===== config.mk =====
export PLATFORM = sky130hd
export DESIGN_NAME = meter_data_block_parser_top
export DESIGN_NICKNAME = d
export VERILOG_FILES = /design/src/sv/dbp_pkg.sv /design/src/sv/meter_data_block_parser_top.sv /design/src/sv/dbp_value_acc.sv /design/src/sv/dbp_parse_core.sv
export SDC_FILE = /design/constraint.sdc
export NUM_CORES = 1
export LEC_CHECK = 0
export BUFFER_PORTS_ARGS = -buffer_cell sky130_fd_sc_hd__buf_2
export CORE_UTILIZATION = 60
export DETAILED_ROUTE_END_ITERATION = 12
export PLACE_DENSITY = 0.81
export SYNTH_ARGS = -nofsm -noshare
export SYNTH_HDL_FRONTEND = slang
export SYNTH_SLANG_ARGS = --single-unit

===== constraint.sdc =====
create_clock -name clk_i -period 5.1 [get_ports clk_i]
set_clock_uncertainty 0.05 [all_clocks]
set_input_delay 0.51 -clock clk_i [delete_from_list [all_inputs] [get_ports clk_i]]
set_output_delay 0.51 -clock clk_i [all_outputs]
set_load 0.005 [all_outputs]

===== src/sv/dbp_pkg.sv =====
// ----------------------------------------------------------------------------
// dbp_pkg
// shared byte codes, parser phases and the result beat layout for the
// meter data block parser
// ----------------------------------------------------------------------------
package dbp_pkg;

  // control characters of the data block
  localparam logic [7:0] CH_STX   = 8'h02;
  localparam logic [7:0] CH_ETX   = 8'h03;
  localparam logic [7:0] CH_CR    = 8'h0D;
  localparam logic [7:0] CH_LF    = 8'h0A;
  localparam logic [7:0] CH_ZERO  = 8'h30;
  localparam logic [7:0] CH_NINE  = 8'h39;
  localparam logic [7:0] CH_OPEN  = 8'h28;
  localparam logic [7:0] CH_CLOSE = 8'h29;
  localparam logic [7:0] CH_DOT   = 8'h2E;
  localparam logic [7:0] CH_E     = 8'h45;
  localparam logic [7:0] CH_R     = 8'h52;

  // block check modes
  localparam logic CHECK_SUM = 1'b0;
  localparam logic CHECK_XOR = 1'b1;

  // progress through the "ERRnn" pattern
  localparam logic [2:0] EP_START        = 3'd0;
  localparam logic [2:0] EP_LAST_LETTER  = 3'd3;
  localparam logic [2:0] EP_SECOND_DIGIT = 3'd4;
  localparam logic [2:0] EP_MATCHED      = 3'd5;

  localparam int unsigned ADDR_W  = 64;
  localparam int unsigned VALUE_W = 32;

  typedef enum logic [2:0] {
    PH_IDLE,
    PH_ADDR,
    PH_VALUE,
    PH_AFTER,
    PH_CHECK,
    PH_DONE
  } phase_e;

  typedef struct packed {
    logic [ADDR_W-1:0]  row_address;
    logic [3:0]         address_length;
    logic               address_truncated;
    logic [VALUE_W-1:0] row_value;
    logic               value_wrapped;
    logic               value_present;
    logic               meter_error;
    logic [6:0]         meter_error_code;
    logic               start_error;
    logic               check_ok;
    logic               block_end;
  } result_t;

  function automatic logic is_digit(input logic [7:0] b);
    return (b >= CH_ZERO) && (b <= CH_NINE);
  endfunction

endpackage


===== src/sv/meter_data_block_parser_top.sv =====
// ----------------------------------------------------------------------------
// meter_data_block_parser_top
// streaming parser for a meter data block: STX, ADDR(VALUE) CR LF rows,
// ETX and the block check byte
// ----------------------------------------------------------------------------
// usage
//   input channel: one received byte per beat (rx_byte_i), frame_begin_i
//   high on the first byte of a response restarts the parser
//   output channel: one result beat per row closed by CR LF, and one with
//   block_end_o high for the block check byte; other bytes give no beat
//   config channel: cfg_check_mode_i selects the block check, 0 byte sum
//   modulo 256, 1 exclusive or; always ready, write it while idle
//   result path: the byte lands in the input register, and the parse step
//   fills the result register from it once the result register can take
//   a new beat
//   throughput: one byte per cycle unless the result register stalls, set
//   by the combinational parse step that updates the row state per byte
//   stall: when the result register is full and out_ready_i is low, the
//   input register holds its byte and in_ready_o drops once it is full;
//   nothing is lost or repeated
//   reset: parser waits for a frame start, check mode back to byte sum,
//   both pipeline registers empty
// ----------------------------------------------------------------------------
module meter_data_block_parser_top #(
  parameter int unsigned ADDRESS_CHARS = 8,
  parameter int unsigned VALUE_BITS    = 32
) (
  input  logic        clk_i,
  input  logic        rst_ni,
  // byte input
  input  logic        in_valid_i,
  output logic        in_ready_o,
  input  logic [7:0]  rx_byte_i,
  input  logic        frame_begin_i,
  // result output
  output logic        out_valid_o,
  input  logic        out_ready_i,
  output logic [63:0] row_address_o,
  output logic [3:0]  address_length_o,
  output logic        address_truncated_o,
  output logic [31:0] row_value_o,
  output logic        value_wrapped_o,
  output logic        value_present_o,
  output logic        meter_error_o,
  output logic [6:0]  meter_error_code_o,
  output logic        start_error_o,
  output logic        check_ok_o,
  output logic        block_end_o,
  // configuration
  input  logic        cfg_valid_i,
  output logic        cfg_ready_o,
  input  logic        cfg_check_mode_i
);

  import dbp_pkg::*;

  // input register
  logic       s1_valid_q;
  logic [7:0] s1_byte_q;
  logic       s1_begin_q;

  // result register
  logic    out_valid_q;
  result_t out_res_q;

  logic    check_mode_q;
  logic    advance;
  logic    step;
  logic    res_valid;
  result_t res;

  // the result register can take a new beat this cycle
  assign advance     = !out_valid_q || out_ready_i;
  assign step        = s1_valid_q && advance;
  assign in_ready_o  = !s1_valid_q || advance;
  assign cfg_ready_o = 1'b1;

  always_ff @(posedge clk_i or negedge rst_ni) begin
    if (!rst_ni) begin
      check_mode_q <= CHECK_SUM;
    end else if (cfg_valid_i) begin
      check_mode_q <= cfg_check_mode_i;
    end
  end

  always_ff @(posedge clk_i or negedge rst_ni) begin
    if (!rst_ni) begin
      s1_valid_q <= 1'b0;
    end else if (in_ready_o) begin
      s1_valid_q <= in_valid_i;
    end
  end

  // payload needs no reset
  always_ff @(posedge clk_i) begin
    if (in_ready_o && in_valid_i) begin
      s1_byte_q  <= rx_byte_i;
      s1_begin_q <= frame_begin_i;
    end
  end

  dbp_parse_core #(
    .ADDRESS_CHARS (ADDRESS_CHARS),
    .VALUE_BITS    (VALUE_BITS)
  ) u_parse_core (
    .clk_i         (clk_i),
    .rst_ni        (rst_ni),
    .step_i        (step),
    .rx_byte_i     (s1_byte_q),
    .frame_begin_i (s1_begin_q),
    .check_mode_i  (check_mode_q),
    .res_valid_o   (res_valid),
    .res_o         (res)
  );

  always_ff @(posedge clk_i or negedge rst_ni) begin
    if (!rst_ni) begin
      out_valid_q <= 1'b0;
    end else if (advance) begin
      out_valid_q <= res_valid;
    end
  end

  always_ff @(posedge clk_i) begin
    if (res_valid) begin
      out_res_q <= res;
    end
  end

  assign out_valid_o         = out_valid_q;
  assign row_address_o       = out_res_q.row_address;
  assign address_length_o    = out_res_q.address_length;
  assign address_truncated_o = out_res_q.address_truncated;
  assign row_value_o         = out_res_q.row_value;
  assign value_wrapped_o     = out_res_q.value_wrapped;
  assign value_present_o     = out_res_q.value_present;
  assign meter_error_o       = out_res_q.meter_error;
  assign meter_error_code_o  = out_res_q.meter_error_code;
  assign start_error_o       = out_res_q.start_error;
  assign check_ok_o          = out_res_q.check_ok;
  assign block_end_o         = out_res_q.block_end;

endmodule


===== src/sv/dbp_value_acc.sv =====
// ----------------------------------------------------------------------------
// dbp_value_acc
// one decimal digit step of the value accumulator: acc * 10 + digit,
// with a flag when the result no longer fits
// ----------------------------------------------------------------------------
module dbp_value_acc #(
  parameter int unsigned VALUE_BITS = 32
) (
  input  logic [VALUE_BITS-1:0] acc_i,
  input  logic [3:0]            digit_i,
  output logic [VALUE_BITS-1:0] acc_o,
  output logic                  wrap_o
);

  logic [VALUE_BITS+3:0] acc_wide;
  logic [VALUE_BITS+3:0] prod;

  // times ten as two shifts and an add
  assign acc_wide = {4'b0000, acc_i};
  assign prod     = (acc_wide << 3) + (acc_wide << 1) + {{VALUE_BITS{1'b0}}, digit_i};

  assign acc_o  = prod[VALUE_BITS-1:0];
  assign wrap_o = |prod[VALUE_BITS+3:VALUE_BITS];

endmodule


===== src/sv/dbp_parse_core.sv =====
// ----------------------------------------------------------------------------
// dbp_parse_core
// parser state and the per-byte update; gives at most one result per byte
// ----------------------------------------------------------------------------
module dbp_parse_core #(
  parameter int unsigned ADDRESS_CHARS = 8,
  parameter int unsigned VALUE_BITS    = 32
) (
  input  logic             clk_i,
  input  logic             rst_ni,
  input  logic             step_i,
  input  logic [7:0]       rx_byte_i,
  input  logic             frame_begin_i,
  input  logic             check_mode_i,
  output logic             res_valid_o,
  output dbp_pkg::result_t res_o
);

  import dbp_pkg::*;

  typedef struct packed {
    logic [ADDR_W-1:0]     addr;
    logic [3:0]            count;
    logic                  overflow;
    logic [VALUE_BITS-1:0] acc;
    logic                  present;
    logic                  stopped;
    logic                  wrapped;
    logic                  ep_bad;
    logic [2:0]            ep_pos;
    logic [6:0]            err_digits;
    logic                  cr_pending;
  } row_t;

  phase_e     phase_q, phase_d;
  row_t       row_q, row_d;
  logic [7:0] check_q, check_d;
  logic       first_q, first_d;
  logic       missing_q, missing_d;

  logic                  run_row;
  logic                  row_done;
  logic                  digit;
  logic                  err_match;
  logic [VALUE_BITS-1:0] acc_next;
  logic                  acc_wrap;

  assign digit = is_digit(rx_byte_i);

  dbp_value_acc #(
    .VALUE_BITS (VALUE_BITS)
  ) u_value_acc (
    .acc_i   (row_q.acc),
    .digit_i (rx_byte_i[3:0]),
    .acc_o   (acc_next),
    .wrap_o  (acc_wrap)
  );

  always_comb begin
    phase_d     = phase_q;
    row_d       = row_q;
    check_d     = check_q;
    first_d     = first_q;
    missing_d   = missing_q;
    run_row     = 1'b0;
    row_done    = 1'b0;
    err_match   = 1'b0;
    res_valid_o = 1'b0;
    res_o       = '0;

    if (step_i) begin
      if (frame_begin_i) begin
        row_d     = '0;
        check_d   = '0;
        first_d   = 1'b1;
        missing_d = (rx_byte_i != CH_STX);
        phase_d   = PH_ADDR;
        run_row   = missing_d;
      end else begin
        case (phase_q)
          PH_IDLE, PH_DONE: begin
            run_row = 1'b0;
          end
          PH_CHECK: begin
            res_valid_o       = 1'b1;
            res_o.start_error = missing_q;
            res_o.check_ok    = (rx_byte_i == check_q);
            res_o.block_end   = 1'b1;
            phase_d           = PH_DONE;
          end
          default: begin
            if (check_mode_i == CHECK_XOR) begin
              check_d = check_q ^ rx_byte_i;
            end else begin
              check_d = check_q + rx_byte_i;
            end
            run_row = 1'b1;
          end
        endcase
      end

      if (run_row) begin
        if (row_d.cr_pending) begin
          row_d.cr_pending = 1'b0;
          if (rx_byte_i == CH_LF) begin
            err_match = first_d && (row_d.count == 4'd0) && !row_d.overflow &&
                        (phase_d == PH_AFTER) && !row_d.ep_bad &&
                        (row_d.ep_pos == EP_MATCHED);
            res_valid_o             = 1'b1;
            res_o.row_address       = row_d.addr;
            res_o.address_length    = row_d.count;
            res_o.address_truncated = row_d.overflow;
            res_o.row_value         = VALUE_W'(row_d.acc);
            res_o.value_wrapped     = row_d.wrapped;
            res_o.value_present     = row_d.present;
            res_o.meter_error       = err_match;
            res_o.meter_error_code  = err_match ? row_d.err_digits : 7'd0;
            res_o.start_error       = missing_d;
            row_d                   = '0;
            first_d                 = 1'b0;
            phase_d                 = PH_ADDR;
            row_done                = 1'b1;
          end
        end

        if (!row_done) begin
          if (rx_byte_i == CH_ETX) begin
            phase_d = PH_CHECK;
          end else if (rx_byte_i == CH_CR) begin
            row_d.cr_pending = 1'b1;
          end else begin
            case (phase_d)
              PH_ADDR: begin
                if (rx_byte_i == CH_OPEN) begin
                  phase_d       = PH_VALUE;
                  row_d.present = 1'b1;
                end else if (row_d.count < 4'(ADDRESS_CHARS)) begin
                  // first character lands in the top byte lane
                  for (int k = 0; k < ADDR_W / 8; k++) begin
                    if (row_d.count == 4'(k)) begin
                      row_d.addr[ADDR_W-1-8*k -: 8] = rx_byte_i;
                    end
                  end
                  row_d.count = row_d.count + 4'd1;
                end else begin
                  row_d.overflow = 1'b1;
                end
              end
              PH_VALUE: begin
                if (rx_byte_i == CH_CLOSE) begin
                  phase_d = PH_AFTER;
                end else begin
                  // error pattern tracker
                  if (!row_d.ep_bad) begin
                    if ((row_d.ep_pos < EP_LAST_LETTER) &&
                        (rx_byte_i == ((row_d.ep_pos == EP_START) ? CH_E : CH_R))) begin
                      row_d.ep_pos = row_d.ep_pos + 3'd1;
                    end else if (((row_d.ep_pos == EP_LAST_LETTER) ||
                                  (row_d.ep_pos == EP_SECOND_DIGIT)) && digit) begin
                      row_d.err_digits = (row_d.err_digits << 3) + (row_d.err_digits << 1)
                                         + {3'b000, rx_byte_i[3:0]};
                      row_d.ep_pos     = row_d.ep_pos + 3'd1;
                    end else begin
                      row_d.ep_bad = 1'b1;
                    end
                  end
                  // decimal value
                  if (!row_d.stopped) begin
                    if (digit) begin
                      row_d.wrapped = row_d.wrapped | acc_wrap;
                      row_d.acc     = acc_next;
                    end else if (rx_byte_i != CH_DOT) begin
                      row_d.stopped = 1'b1;
                    end
                  end
                end
              end
              default: begin
                row_d.stopped = row_d.stopped;
              end
            endcase
          end
        end
      end
    end
  end

  always_ff @(posedge clk_i or negedge rst_ni) begin
    if (!rst_ni) begin
      phase_q   <= PH_IDLE;
      row_q     <= '0;
      check_q   <= '0;
      first_q   <= 1'b0;
      missing_q <= 1'b0;
    end else begin
      phase_q   <= phase_d;
      row_q     <= row_d;
      check_q   <= check_d;
      first_q   <= first_d;
      missing_q <= missing_d;
    end
  end

endmodule


==> impl_metrics.env <==
export IMPL_port_buffers=130
export IMPL_grt_overflow_total=0
export IMPL_syn_num_nets=1255
export IMPL_syn_inst=1151
export IMPL_cts_repair_resize_count=0
export IMPL_max_freq_ghz=0.270
export IMPL_place_detailed_hpwl_um=21500
export IMPL_boundaryPins=132
export IMPL_cts_setup_buffers=0
export IMPL_grt_setup_unrepaired="no"
export IMPL_final_period_minus_worst_setup_slack_ns=3.70
export IMPL_dpl_cell_area_sq_um=14000
export IMPL_path_class="flip-flop to flip-flop"
export IMPL_initial_drt_pass_iterations=6
export IMPL_power_leakage_nw=6.93
export IMPL_netlist_top_cells_area="sky130_fd_sc_hd__edfxtp_1 28%, sky130_fd_sc_hd__dfrtp_1 25%, sky130_fd_sc_hd__ha_1 8.0%"
export IMPL_core_rowCount=53
export IMPL_synth_enable_flop_cells=123
export IMPL_yosysUniqueCellTypes=82
export IMPL_yosysTopAreaCellShare_pct=28.3
export IMPL_synthArstFlopShare_pct=51.8
export IMPL_detailroute_via_count=10000
export IMPL_area_fraction_in_compound_gates_after_synthesis_pct=16.6
export IMPL_netlist_top_cells_count="132 x sky130_fd_sc_hd__dfrtp_1, 123 x sky130_fd_sc_hd__edfxtp_1, 101 x sky130_fd_sc_hd__and3_1, 96 x sky130_fd_sc_hd__nand2_1, 91 x sky130_fd_sc_hd__a22o_1"
export IMPL_tightestPinTransition_ns=0.916
export IMPL_clock_pin_slew_of_the_registers_on_the_worst_case_setup_and_hold_paths_ns=0.06
export IMPL_timing_final_max_slew_violations=0
export IMPL_yosysMostFrequentCell="sky130_fd_sc_hd__dfrtp_1"
export IMPL_synth_area_sq_um=13100
export IMPL_post_synth_top_area_cell="sky130_fd_sc_hd__edfxtp_1"
export IMPL_wl_per_cell_um=20.5
export IMPL_antenna_found_initial=0
export IMPL_detail_route_antenna_nets=0
export IMPL_flow_area_growth_from_synthesis_pct=14.0
export IMPL_drt_drc_violations_left=0
export IMPL_final_setup_tns_ns=0
export IMPL_ys_seq_elements=255
export IMPL_finish_net_count=1375
export IMPL_wl_um=32100
export IMPL_longest_clk_path_bufs=3
export IMPL_hold_viol_final=0
export IMPL_grt_first_pass_wirelength_um=50700
export IMPL_hold_depth=1
export IMPL_initial_utilization_pct=61.6
export IMPL_min_path_type="input port to flip-flop"
export IMPL_synth_yosys_seq_area_share_pct=53.5
export IMPL_synth_xor_xnor_area_share_pct=2.28
export IMPL_final_area_sq_um=14900
export IMPL_yosys_area_share_simple_pct=15.5
export IMPL_grt_max_degree=101
export IMPL_synthMuxAreaShare_pct=0.565
export IMPL_setup_violation_total_in_the_final_timing_report=0
export IMPL_dieWidth_um=150
export IMPL_period_share_pct=72.5
export IMPL_peak_vdd_ir_uv=302
export IMPL_adder_cell_fraction_of_synth_area_pct=8.81
export IMPL_tightest_hold_margin_ns=0.0951
export IMPL_crit_fanout=18
export IMPL_power_per_cell_area_nw_per_um2=326
export IMPL_fp_coreArea_sq_um=21200
export IMPL_grt_pass1_vias=9612
export IMPL_drive_gt1_share_pct=16.8
export IMPL_start_kind="flip-flop"
export IMPL_ys_flop_type="sky130_fd_sc_hd__dfrtp_1"
export IMPL_clkSinkCount=255
export IMPL_detailedRoute_firstIterationViolations=970
export IMPL_clock_tree_htree_level_count=1
export IMPL_worstPathRequired_ns=5.46
export IMPL_post_synth_cell_area_avg_sq_um=11.4
export IMPL_synth_top_family_by_area="compound AO/OA/AOI/OAI gates"
export IMPL_fp_dieArea_sq_um=22400
export IMPL_cts_made_buffers=26
export IMPL_rrSetupSlack_ns=1.40
export IMPL_tritoncts="built"
export IMPL_timing_critical_path_to_type="flip-flop"
export IMPL_slew_limit_headroom_pct=38.9
export IMPL_yosys_synthesis_warning_count=0
export IMPL_routabilityCongestion=0.920
export IMPL_viasPerCell=6.40
export IMPL_drv_max_cap_violation_count=0
export IMPL_cts_root_buf="sky130_fd_sc_hd__clkbuf_16"
export IMPL_antenna_cells_inserted=0
export IMPL_hold_buffers=1
export IMPL_arrival_worst_endpoint_ns=4.05
export IMPL_die_y_um=150
export IMPL_post_layout_nonfiller_instances=1566
export IMPL_overall_global_routing_resource_usage_pct=29.0
export IMPL_status="finished, final reports clean"
export IMPL_final_core_occ_pct=70.2
export IMPL_worst_r2r_cell_count=12
export IMPL_clk_insertion_delay_late_ns=0.54
export IMPL_place_detailed_instances=1517
## layer usage
metal	part of all wire, %	track usage [%]	wire (um)
met2	45	44.4	14500
met1	44	42.5	14100
met3	9.0	5.61	2900
met5	0	0	0
met4	1.8	7.19	592
## through the flow
stage,total power [mW],setup slack (ns)
after floorplan,2.72,0.509
after global placement,2.88,1.61
after detailed placement,2.90,1.49
after CTS,4.88,1.47
after global routing,5.02,1.16
final,4.86,1.40
## path summary, 6_finish.rpt
check / from / end
worst max-delay path: s1_byte_q[7] / u_parse_core.row_q[7]
worst min-delay path: rx_byte_i[0] / s1_byte_q[0]
worst max register to register: s1_byte_q[7] / u_parse_core.row_q[7]
worst min register to register: u_parse_core.check_q[0] / u_parse_core.check_q[0]
max in group asynchronous: rst_ni / u_parse_core.row_q[72]
min in group asynchronous: rst_ni / u_parse_core.row_q[14]
## layout by cell type (no fill, tap or decap), types with 4 or more instances in the layout
cell type                   synthesis  layout
sky130_fd_sc_hd__clkbuf_1          48       8
sky130_fd_sc_hd__dfrtp_1          132     132
sky130_fd_sc_hd__nor2_1            63      62
sky130_fd_sc_hd__buf_4              1      17
sky130_fd_sc_hd__a211oi_1           5       5
sky130_fd_sc_hd__clkbuf_16          0      27
sky130_fd_sc_hd__fa_1               5       5
sky130_fd_sc_hd__a21o_1            19      19
sky130_fd_sc_hd__a31oi_1            6       6
sky130_fd_sc_hd__o31ai_1           10      10
sky130_fd_sc_hd__nor3b_1            4       4
sky130_fd_sc_hd__xnor2_1           24      24
sky130_fd_sc_hd__xor2_1            10      10
sky130_fd_sc_hd__buf_2              6     129
sky130_fd_sc_hd__a22o_1            91      91
sky130_fd_sc_hd__a32o_1             6       6
sky130_fd_sc_hd__nand3_1           18      18
sky130_fd_sc_hd__a21oi_1           48      48
sky130_fd_sc_hd__and3_1           101     101
sky130_fd_sc_hd__inv_1             33      33
sky130_fd_sc_hd__edfxtp_1         123     123
sky130_fd_sc_hd__nand4_1           12      12
sky130_fd_sc_hd__nand3b_1           5       5
sky130_fd_sc_hd__or3_1              4       4
sky130_fd_sc_hd__a41oi_1            4       4
sky130_fd_sc_hd__nor3_1            18      18
sky130_fd_sc_hd__nand2_1           96      95
sky130_fd_sc_hd__mux2i_1            4       4
sky130_fd_sc_hd__o21a_1             7       7
sky130_fd_sc_hd__ha_1              84      84
sky130_fd_sc_hd__clkinv_2           0       5
sky130_fd_sc_hd__bufinv_16          0       4
sky130_fd_sc_hd__and2_1            20      20
sky130_fd_sc_hd__o21ai_1            8       8
sky130_fd_sc_hd__nand2b_1          11      11
sky130_fd_sc_hd__o21bai_1           4       4
sky130_fd_sc_hd__o21ai_0           43      43
sky130_fd_sc_hd__nor2_2             5       4
sky130_fd_sc_hd__nor2b_1            6       6
## cell type report
class	count	area [sq um]
Multi-Input combinational cell	807	5750
Tap cell	275	344
Fill cell	1487	6310
Inverter	33	124
Clock inverter	13	184
Timing Repair Buffer	148	803
Sequential cell	255	7000
Clock buffer	35	706
## state kept, by name, summed over array words and instances, names as in the netlist, 3 cells and up
signal	flops
u_parse_core.row_q	116
row_address_o	64
row_value_o	32
s1_byte_q	8
u_parse_core.check_q	8
meter_error_code_o	7
address_length_o	4
u_parse_core.phase_q	3
## critical path: stages, from the launching register on
cell	delay [ns]
sky130_fd_sc_hd__edfxtp_1	0.76
sky130_fd_sc_hd__nor4_4	0.44
sky130_fd_sc_hd__a41oi_2	0.30
sky130_fd_sc_hd__and2_1	0.28
sky130_fd_sc_hd__fa_1	0.54
sky130_fd_sc_hd__inv_1	0.08
sky130_fd_sc_hd__fa_1	0.45
sky130_fd_sc_hd__inv_1	0.08
sky130_fd_sc_hd__a21o_1	0.11
sky130_fd_sc_hd__a21oi_1	0.07
sky130_fd_sc_hd__xor2_1	0.15
sky130_fd_sc_hd__xnor2_1	0.15
sky130_fd_sc_hd__o21ai_0	0.09
## cell families (layout without fill, tap and decap cells)
| kind of cell | count (synthesis) | in the layout |
|---|---|---|
| and+or+nand+nor | 382 | 382 |
| AOI/OAI and AO/OA | 294 | 294 |
| DFF | 255 | 255 |
| adders and majority gates | 89 | 89 |
| buffers and inverters | 89 | 229 |
| xor gates and xnor gates | 34 | 34 |
| muxes | 7 | 7 |
| other | 1 | 1 |
## report_power, final
group          internal [mW]  switching (mW)  total, mW
registers               2.24           0.104       2.35
clock network           1.18           0.803       1.98
logic                  0.204           0.329      0.532
total                   3.63            1.24       4.86
(Power assumes the default switching activity.)
